==> config.mk <==
export PLATFORM = sky130hd
export DESIGN_NAME = rle_byte_encoder
export DESIGN_NICKNAME = d
export VERILOG_FILES = /design/src/rbe_pkg.sv /design/src/rbe_queue.sv /design/src/rbe_front.sv /design/src/rbe_back.sv /design/src/rle_byte_encoder.sv
export VERILOG_INCLUDE_DIRS = /design/src /design/src/src
export SDC_FILE = /design/constraint.sdc
export NUM_CORES = 2
export LEC_CHECK = 0
export CAP_MARGIN = 40
export CORE_AREA = 2 2 286 288
export DETAILED_ROUTE_END_ITERATION = 8
export DIE_AREA = 0 0 288 290
export DONT_BUFFER_PORTS = 1
export PLACE_DENSITY = 0.74
export SETUP_SLACK_MARGIN = 0.3
export SLEW_MARGIN = 5
export SYNTH_ARGS = -nofsm -noshare
export SYNTH_HDL_FRONTEND = slang
export SYNTH_HIERARCHICAL = 1
export SYNTH_SLANG_ARGS = --single-unit
==> constraint.sdc <==
create_clock -name clk -period 12.2 [get_ports clk]
set_input_delay 1.83 -clock clk [delete_from_list [all_inputs] [get_ports clk]]
set_output_delay 1.83 -clock clk [all_outputs]
set_load 0.01 [all_outputs]
==> src/rle_byte_encoder_assert.svh <==
// Assertion macros for the run-length encoder.
`ifndef RLE_BYTE_ENCODER_ASSERT_SVH
`define RLE_BYTE_ENCODER_ASSERT_SVH

// Same-cycle implication, sampled on clk, off during rst.
`define RBE_CHECK_NOW(lbl, ante, cons) \
  lbl: assert property (@(posedge clk) disable iff (rst) (ante) |-> (cons)) \
    else $error("rle_byte_encoder: same-cycle check failed");

// Next-cycle implication, sampled on clk, off during rst.
`define RBE_CHECK_NEXT(lbl, ante, cons) \
  lbl: assert property (@(posedge clk) disable iff (rst) (ante) |=> (cons)) \
    else $error("rle_byte_encoder: next-cycle check failed");

`endif

==> src/rbe_pkg.sv <==
package rbe_pkg;

  // Group lengths fit in 7 bits for any run limit up to 127.
  localparam int LEN_W = 7;

  // Depth of the command queue between front and back.
  localparam int QUEUE_DEPTH = 2;
  localparam int QPTR_W      = 1;

  typedef enum logic {
    K_LIT = 1'b0,
    K_RUN = 1'b1
  } kind_t;

  typedef struct packed {
    logic [7:0] data_byte;
    logic       is_last;
  } in_item_t;

  typedef struct packed {
    logic [7:0] out_byte;
    logic       burst_end;
    logic       stream_end;
  } out_item_t;

  // One group to emit: literal group from a bank, or a run.
  typedef struct packed {
    kind_t            kind;
    logic             bank;
    logic [LEN_W-1:0] len;
    logic [7:0]       data;
    logic             burst_end;
    logic             stream_end;
  } cmd_t;

  // Literal buffer write from the front.
  typedef struct packed {
    logic             en;
    logic             bank;
    logic [LEN_W-1:0] addr;
    logic [7:0]       data;
  } mem_wr_t;

  // Bank release from the back once a literal group is read out.
  typedef struct packed {
    logic valid;
    logic bank;
  } rel_t;

endpackage

==> src/rbe_queue.sv <==
module rbe_queue
  import rbe_pkg::*;
(
  input  logic clk,
  input  logic rst,
  input  logic push,
  input  cmd_t push_cmd,
  input  logic pop,
  output cmd_t head,
  output logic empty,
  output logic full
);

  cmd_t                entry [QUEUE_DEPTH];
  logic [QPTR_W-1:0]   wr_ptr;
  logic [QPTR_W-1:0]   rd_ptr;
  logic [QPTR_W:0]     count;

  assign empty = (count == '0);
  assign full  = (count == (QPTR_W+1)'(QUEUE_DEPTH));
  assign head  = entry[rd_ptr];

  // Store pushed commands
  always_ff @(posedge clk) begin
    if (push) begin
      entry[wr_ptr] <= push_cmd;
    end
  end

  // Advance pointers and occupancy
  always_ff @(posedge clk) begin
    if (rst) begin
      wr_ptr <= '0;
      rd_ptr <= '0;
      count  <= '0;
    end else begin
      if (push) begin
        wr_ptr <= wr_ptr + 1'b1;
      end
      if (pop) begin
        rd_ptr <= rd_ptr + 1'b1;
      end
      if (push && !pop) begin
        count <= count + 1'b1;
      end else if (!push && pop) begin
        count <= count - 1'b1;
      end
    end
  end

endmodule

==> src/rbe_front.sv <==
module rbe_front
  import rbe_pkg::*;
#(
  parameter int MAX_RUN
)
(
  input  logic     clk,
  input  logic     rst,
  input  logic     raw_valid,
  output logic     raw_stall,
  input  in_item_t raw_item,
  output logic     q_push,
  output cmd_t     q_cmd,
  input  logic     q_full,
  output mem_wr_t  mwr,
  input  rel_t     rel
);

  localparam int CW = $clog2(MAX_RUN + 1);

  typedef enum logic [2:0] {
    M_IDLE = 3'b001,
    M_LIT  = 3'b010,
    M_RUN  = 3'b100
  } mode_t;

  mode_t          mode, mode_next;
  logic [CW-1:0]  lit_cnt, lit_cnt_next;
  logic [CW-1:0]  run_cnt, run_cnt_next;
  logic [7:0]     last_byte, last_byte_next;
  logic [7:0]     run_byte, run_byte_next;
  logic           cur_bank;
  logic [1:0]     busy, busy_next;
  logic           hold_valid;
  cmd_t           hold;

  logic           acc;
  logic [7:0]     b;
  logic [CW-1:0]  cnt_inc;
  logic [CW-1:0]  rc;
  cmd_t           ca, cb;
  logic           ca_v, cb_v;
  logic           lit_used;

  function automatic cmd_t mk_cmd(kind_t k, logic bk, logic [LEN_W-1:0] n, logic [7:0] d);
    cmd_t c;
    c            = '0;
    c.kind       = k;
    c.bank       = bk;
    c.len        = n;
    c.data       = d;
    return c;
  endfunction

  // Hold off input while a second command waits, the queue is full,
  // or the bank about to be written is still being read out.
  assign raw_stall = hold_valid || q_full || busy[cur_bank];
  assign acc       = raw_valid && !raw_stall;
  assign b         = raw_item.data_byte;
  assign cnt_inc   = lit_cnt + 1'b1;
  assign rc        = run_cnt + 1'b1;

  // Classify the transaction and build up to two commands
  always_comb begin
    mode_next      = mode;
    lit_cnt_next   = lit_cnt;
    run_cnt_next   = run_cnt;
    last_byte_next = last_byte;
    run_byte_next  = run_byte;
    ca             = '0;
    cb             = '0;
    ca_v           = 1'b0;
    cb_v           = 1'b0;
    lit_used       = 1'b0;
    mwr            = '0;
    if (acc) begin
      unique case (mode)
        M_LIT: begin
          if (b == last_byte) begin
            // Repeat: emit all buffered bytes but the last, start a run of two
            if (lit_cnt > CW'(1)) begin
              ca_v     = 1'b1;
              ca       = mk_cmd(K_LIT, cur_bank, LEN_W'(lit_cnt - 1'b1), 8'd0);
              lit_used = 1'b1;
            end
            mode_next     = M_RUN;
            lit_cnt_next  = '0;
            run_byte_next = b;
            run_cnt_next  = CW'(2);
          end else begin
            mwr.en         = 1'b1;
            mwr.bank       = cur_bank;
            mwr.addr       = LEN_W'(lit_cnt);
            mwr.data       = b;
            last_byte_next = b;
            if (cnt_inc == CW'(MAX_RUN)) begin
              ca_v         = 1'b1;
              ca           = mk_cmd(K_LIT, cur_bank, LEN_W'(cnt_inc), 8'd0);
              lit_used     = 1'b1;
              mode_next    = M_IDLE;
              lit_cnt_next = '0;
            end else begin
              lit_cnt_next = cnt_inc;
            end
          end
        end
        M_RUN: begin
          if (b == run_byte) begin
            if (rc >= CW'(MAX_RUN)) begin
              ca_v         = 1'b1;
              ca           = mk_cmd(K_RUN, cur_bank, LEN_W'(rc), run_byte);
              mode_next    = M_IDLE;
              run_cnt_next = '0;
            end else begin
              run_cnt_next = rc;
            end
          end else begin
            // Close the run and open a literal with this byte
            ca_v           = 1'b1;
            ca             = mk_cmd(K_RUN, cur_bank, LEN_W'(run_cnt), run_byte);
            run_cnt_next   = '0;
            mwr.en         = 1'b1;
            mwr.bank       = cur_bank;
            mwr.addr       = '0;
            mwr.data       = b;
            last_byte_next = b;
            lit_cnt_next   = CW'(1);
            mode_next      = M_LIT;
          end
        end
        default: begin
          // Idle: open a literal with this byte
          mwr.en         = 1'b1;
          mwr.bank       = cur_bank;
          mwr.addr       = '0;
          mwr.data       = b;
          last_byte_next = b;
          lit_cnt_next   = CW'(1);
          mode_next      = M_LIT;
        end
      endcase

      // Flush the pending group after the final byte
      if (raw_item.is_last) begin
        if (mode_next == M_LIT) begin
          cb_v     = 1'b1;
          cb       = mk_cmd(K_LIT, cur_bank, LEN_W'(lit_cnt_next), 8'd0);
          lit_used = 1'b1;
        end else if (mode_next == M_RUN) begin
          cb_v = 1'b1;
          cb   = mk_cmd(K_RUN, cur_bank, LEN_W'(run_cnt_next), run_byte_next);
        end
        mode_next    = M_IDLE;
        lit_cnt_next = '0;
        run_cnt_next = '0;
      end

      // Mark the final command of this transaction
      if (cb_v) begin
        cb.burst_end  = 1'b1;
        cb.stream_end = raw_item.is_last;
      end else if (ca_v) begin
        ca.burst_end  = 1'b1;
        ca.stream_end = raw_item.is_last;
      end
    end
  end

  // Push the held command first, else the first new one
  assign q_push = (acc && (ca_v || cb_v)) || (hold_valid && !q_full);
  assign q_cmd  = hold_valid ? hold : (ca_v ? ca : cb);

  // Track banks in use by the back
  always_comb begin
    busy_next = busy;
    if (rel.valid) begin
      busy_next[rel.bank] = 1'b0;
    end
    if (acc && lit_used) begin
      busy_next[cur_bank] = 1'b1;
    end
  end

  always_ff @(posedge clk) begin
    last_byte <= last_byte_next;
    run_byte  <= run_byte_next;
    if (acc && ca_v && cb_v) begin
      hold <= cb;
    end
  end

  always_ff @(posedge clk) begin
    if (rst) begin
      mode       <= M_IDLE;
      lit_cnt    <= '0;
      run_cnt    <= '0;
      cur_bank   <= 1'b0;
      busy       <= '0;
      hold_valid <= 1'b0;
    end else begin
      mode     <= mode_next;
      lit_cnt  <= lit_cnt_next;
      run_cnt  <= run_cnt_next;
      busy     <= busy_next;
      if (acc && lit_used) begin
        cur_bank <= !cur_bank;
      end
      if (acc && ca_v && cb_v) begin
        hold_valid <= 1'b1;
      end else if (hold_valid && !q_full) begin
        hold_valid <= 1'b0;
      end
    end
  end

endmodule

==> src/rbe_back.sv <==
module rbe_back
  import rbe_pkg::*;
#(
  parameter int MAX_RUN
)
(
  input  logic      clk,
  input  logic      rst,
  input  cmd_t      head,
  input  logic      q_empty,
  output logic      q_pop,
  input  mem_wr_t   mwr,
  output rel_t      rel,
  output logic      enc_valid,
  input  logic      enc_stall,
  output out_item_t enc_item
);

  localparam int AW = $clog2(MAX_RUN);

  typedef enum logic [2:0] {
    B_IDLE = 3'b001,
    B_LIT  = 3'b010,
    B_RUN  = 3'b100
  } bstate_t;

  logic [7:0]    mem [2][MAX_RUN];
  logic [7:0]    rd_data;
  logic          rd_en;
  logic          rd_bank;
  logic [AW-1:0] rd_addr;

  bstate_t       state, state_next;
  cmd_t          cur, cur_next;
  logic [AW-1:0] idx, idx_next;
  logic          can_load;
  logic          load;
  out_item_t     ld_item;
  logic          fin;

  // Double-banked literal buffer
  always_ff @(posedge clk) begin
    if (mwr.en) begin
      mem[mwr.bank][mwr.addr[AW-1:0]] <= mwr.data;
    end
  end

  always_ff @(posedge clk) begin
    if (rd_en) begin
      rd_data <= mem[rd_bank][rd_addr];
    end
  end

  assign can_load = !enc_valid || !enc_stall;
  assign fin      = (LEN_W'(idx) == (cur.len - 1'b1));

  // Sequence header, literal bytes and run byte
  always_comb begin
    state_next = state;
    cur_next   = cur;
    idx_next   = idx;
    q_pop      = 1'b0;
    load       = 1'b0;
    ld_item    = '0;
    rd_en      = 1'b0;
    rd_bank    = cur.bank;
    rd_addr    = idx + 1'b1;
    rel        = '0;
    unique case (state)
      B_LIT: begin
        if (can_load) begin
          load             = 1'b1;
          ld_item.out_byte = rd_data;
          if (fin) begin
            ld_item.burst_end  = cur.burst_end;
            ld_item.stream_end = cur.stream_end;
            rel.valid          = 1'b1;
            rel.bank           = cur.bank;
            state_next         = B_IDLE;
          end else begin
            rd_en    = 1'b1;
            idx_next = idx + 1'b1;
          end
        end
      end
      B_RUN: begin
        if (can_load) begin
          load               = 1'b1;
          ld_item.out_byte   = cur.data;
          ld_item.burst_end  = cur.burst_end;
          ld_item.stream_end = cur.stream_end;
          state_next         = B_IDLE;
        end
      end
      default: begin
        if (!q_empty && can_load) begin
          q_pop    = 1'b1;
          load     = 1'b1;
          cur_next = head;
          if (head.kind == K_LIT) begin
            ld_item.out_byte = 8'd0 - {1'b0, head.len};
            rd_en            = 1'b1;
            rd_bank          = head.bank;
            rd_addr          = '0;
            idx_next         = '0;
            state_next       = B_LIT;
          end else begin
            ld_item.out_byte = {1'b0, head.len};
            state_next       = B_RUN;
          end
        end
      end
    endcase
  end

  always_ff @(posedge clk) begin
    cur <= cur_next;
    idx <= idx_next;
    if (load) begin
      enc_item <= ld_item;
    end
  end

  always_ff @(posedge clk) begin
    if (rst) begin
      state     <= B_IDLE;
      enc_valid <= 1'b0;
    end else begin
      state <= state_next;
      if (load) begin
        enc_valid <= 1'b1;
      end else if (!enc_stall) begin
        enc_valid <= 1'b0;
      end
    end
  end

endmodule

==> src/rle_byte_encoder.sv <==
// Path: a closed group's command is queued, then the back registers its header byte onto enc_item.
// Output: one byte per cycle unless stalled; n literals go out as n + 1 bytes, a run as 2.
// Input: one byte per cycle while the 2-entry command queue has room; an input that closes two
// groups stalls until its second command is queued; a new literal waits for its buffer bank.
// Reset: synchronous rst clears mode, counters, queue and output valid; buffers keep data.
`include "rle_byte_encoder_assert.svh"

module rle_byte_encoder
  import rbe_pkg::*;
#(
  parameter int MAX_RUN = 63
)
(
  input  logic      clk,
  input  logic      rst,
  input  logic      raw_valid,
  output logic      raw_stall,
  input  in_item_t  raw_item,
  output logic      enc_valid,
  input  logic      enc_stall,
  output out_item_t enc_item
);

  logic    q_push;
  cmd_t    q_cmd;
  logic    q_full;
  logic    q_empty;
  logic    q_pop;
  cmd_t    q_head;
  mem_wr_t mwr;
  rel_t    rel;

  rbe_front #(.MAX_RUN(MAX_RUN)) u_front (
    .clk       (clk),
    .rst       (rst),
    .raw_valid (raw_valid),
    .raw_stall (raw_stall),
    .raw_item  (raw_item),
    .q_push    (q_push),
    .q_cmd     (q_cmd),
    .q_full    (q_full),
    .mwr       (mwr),
    .rel       (rel)
  );

  rbe_queue u_queue (
    .clk      (clk),
    .rst      (rst),
    .push     (q_push),
    .push_cmd (q_cmd),
    .pop      (q_pop),
    .head     (q_head),
    .empty    (q_empty),
    .full     (q_full)
  );

  rbe_back #(.MAX_RUN(MAX_RUN)) u_back (
    .clk       (clk),
    .rst       (rst),
    .head      (q_head),
    .q_empty   (q_empty),
    .q_pop     (q_pop),
    .mwr       (mwr),
    .rel       (rel),
    .enc_valid (enc_valid),
    .enc_stall (enc_stall),
    .enc_item  (enc_item)
  );

  `RBE_CHECK_NOW(a_no_push_when_full, q_push && q_full, q_pop)
  `RBE_CHECK_NOW(a_no_pop_when_empty, q_pop, !q_empty)
  `RBE_CHECK_NOW(a_write_on_accept, mwr.en, raw_valid && !raw_stall)
  `RBE_CHECK_NOW(a_stream_end_closes_burst, enc_valid && enc_item.stream_end, enc_item.burst_end)

endmodule

==> results.cfg <==
[global_route]
grt_max_degree = 134
track_usage_pct = 29.9
grt_pass1_vias = 28646
grt-busiest-layer = met2
grt_use_met3_pct = 7.02
use_met2_pct = 45.0
grt_use_met1_pct = 41.0
grt_pass1_wl_um = 184000
antenna_found_initial = 3
grt_overflow = 0

[cts]
clock_path_buffers = 3
cts_tree = done
cts_max_level = 3
cts_resized = 0
clkSinkCount = 1150
post_cts_buffers = 0
numCtsBuffers = 111
root_buffer = clkbuf_16
clk_pin_slew_ps = 60
worstSkewPairLatency_ps = 680
cts_hold_buf = 0

[setup_path]
reg2reg_to = u_back/rd_data[6]
crit_arrival_ps = 6370
path_class = flip-flop to flip-flop
crit_fanout = 133
reg2regPathDepth = 11
end_kind = flip-flop
required_ps = 12640
startpoint_type = flip-flop
r2r_slack_ps = 6270

[hold_path]
min_path_type = flip-flop to flip-flop
holdPathEnd = u_front/busy[1]
min-delay-start = u_front/busy[1]
whs_path_depth = 2

[detailed_routing]
avgViaCountPerCell = 6.79
drt_iter0_drc = 4086
drt_first_pass_iters = 6
vias = 29397
post-route-drc-count = 0
wl_per_cell_um = 28.9
postRouteAntennaNets = 0
routed_wl_um = 125000

[placed_design]
hpwlAfterDp_um = 77800
io_buffers = 0
globalplace.congestion = 0.935
pre_cts_ws_ps = 5940

[power_and_ir_drop]
leakage_nw = 17.0
peakVddDrop_mv = 0.261
power_density_nw_per_um2 = 221

[finish]
nets = 3199
fill_cells = 5607
drive_gt1_share_pct = 9.63
areaGrowthSynthToFinish_pct = 10.0

[synthesis]
yosysWarnings = 6
avgSynthCellArea_sq_um = 14.8
synthCells = 3189
synth_nets = 3212
netlist_area_sq_um = 47100

[sta]
layout_min_cycle_time_ps = 5930
finalSetupViolCount = 0
finalWorstSetupSlack_ps = 6270
tns_ps = 0
final_max_slew_viol_count = 0
max_freq_mhz = 169
worst_pin_slew_ps = 983
holdWs_ps = 473
skew_ps = 26.8
maxSlewHeadroom_pct = 34.2
finalHoldViolCount = 0
period_share_pct = 48.6
rsz0062_at_grt = no

[floorplan]
die_x_um = 288
initial_core_util_pct = 58.8
core_sq_um = 80200
dieHeight_um = 290
rows = 104
dieArea_sq_um = 83500
io_pins = 25

[job]
drv_cap = 0

[run_status]
outcome = finished, final reports clean
[stage by stage]
step	cell area [sq um]	total power [mW]	utilization, %	instances
4_1_cts	51800	11.4	64.7	4325
6_report	51900	11.5	64.7	4331
2_1_floorplan	47100	6.90	-	3189
3_5_place_dp	48200	8.01	60.1	4118
3_3_place_gp	48000	7.90	59.8	4100
5_1_grt	51900	11.8	64.7	4330
[registers in the layout, summed over array words and instances (netlist names), 8 cells and up, named ones only]
signal / flops
u_back/enc_item: 10
u_back/cur: 18
u_back/mem: 1008
u_front/hold: 18
u_queue/entry: 38
u_front/last_byte: 8
u_back/rd_data: 8
u_front/run_byte: 8
[metal layers]
metal / wire, um / vias up
met4: 6750 / 2
li1: - / 12505
met2: 56900 / 1920
met3: 15200 / 352
met1: 46300 / 14618
met5: 17 / -
[final cells by class]
class | count | area [sq um] | share of cell area, %
flip-flops and latches | 1150 | 34300 | 66.0
multi-input cells | 1800 | 11800 | 22.8
clock buffers | 140 | 2950 | 5.69
well taps | 1060 | 1330 | 2.56
clock inverters | 67 | 669 | 1.29
repair buffers | 71 | 663 | 1.28
inverters | 42 | 163 | 0.314
diodes | 1 | 2.50 | 0.00483
[power breakdown]
group	total, mW	internal, mW	switching (mW)
logic	3.32	0.977	2.34
registers	4.74	4.62	0.115
clock network	3.42	1.98	1.44
[placed cells by master, fill, tap and decap left out, types with 78 or more instances in the layout]
master / n
nor2_1: 210
nand2_1: 271
a31oi_1: 101
nand3_1: 93
edfxtp_1: 1122
and4_1: 95
a21oi_1: 124
mux2i_1: 211
o21ai_0: 78
clkbuf_16: 114
[worst max-delay path by stage]
stage / endpoint / start
3_5_place_dp: u_back/rd_data[6] / enc_stall
6_report: u_back/rd_data[6] / flip-flop
5_1_grt: u_back/rd_data[7] / flip-flop
4_1_cts: u_back/rd_data[7] / flip-flop
2_1_floorplan: u_back/mem[0][0] / raw_item[2]
3_3_place_gp: u_back/rd_data[6] / enc_stall
[critical path, cell delays in order (launching register included)]
cell and delay, ps:
dfxtp_1 870, mux2_2 520, a211o_1 340, a21o_4 390, a21oi_4 380, buf_12 240, buf_12 510, buf_12 590
mux4_2 590, a2111oi_0 440, o311ai_1 170, and4_1 200
Note: power is estimated with default switching activity, not from simulation.
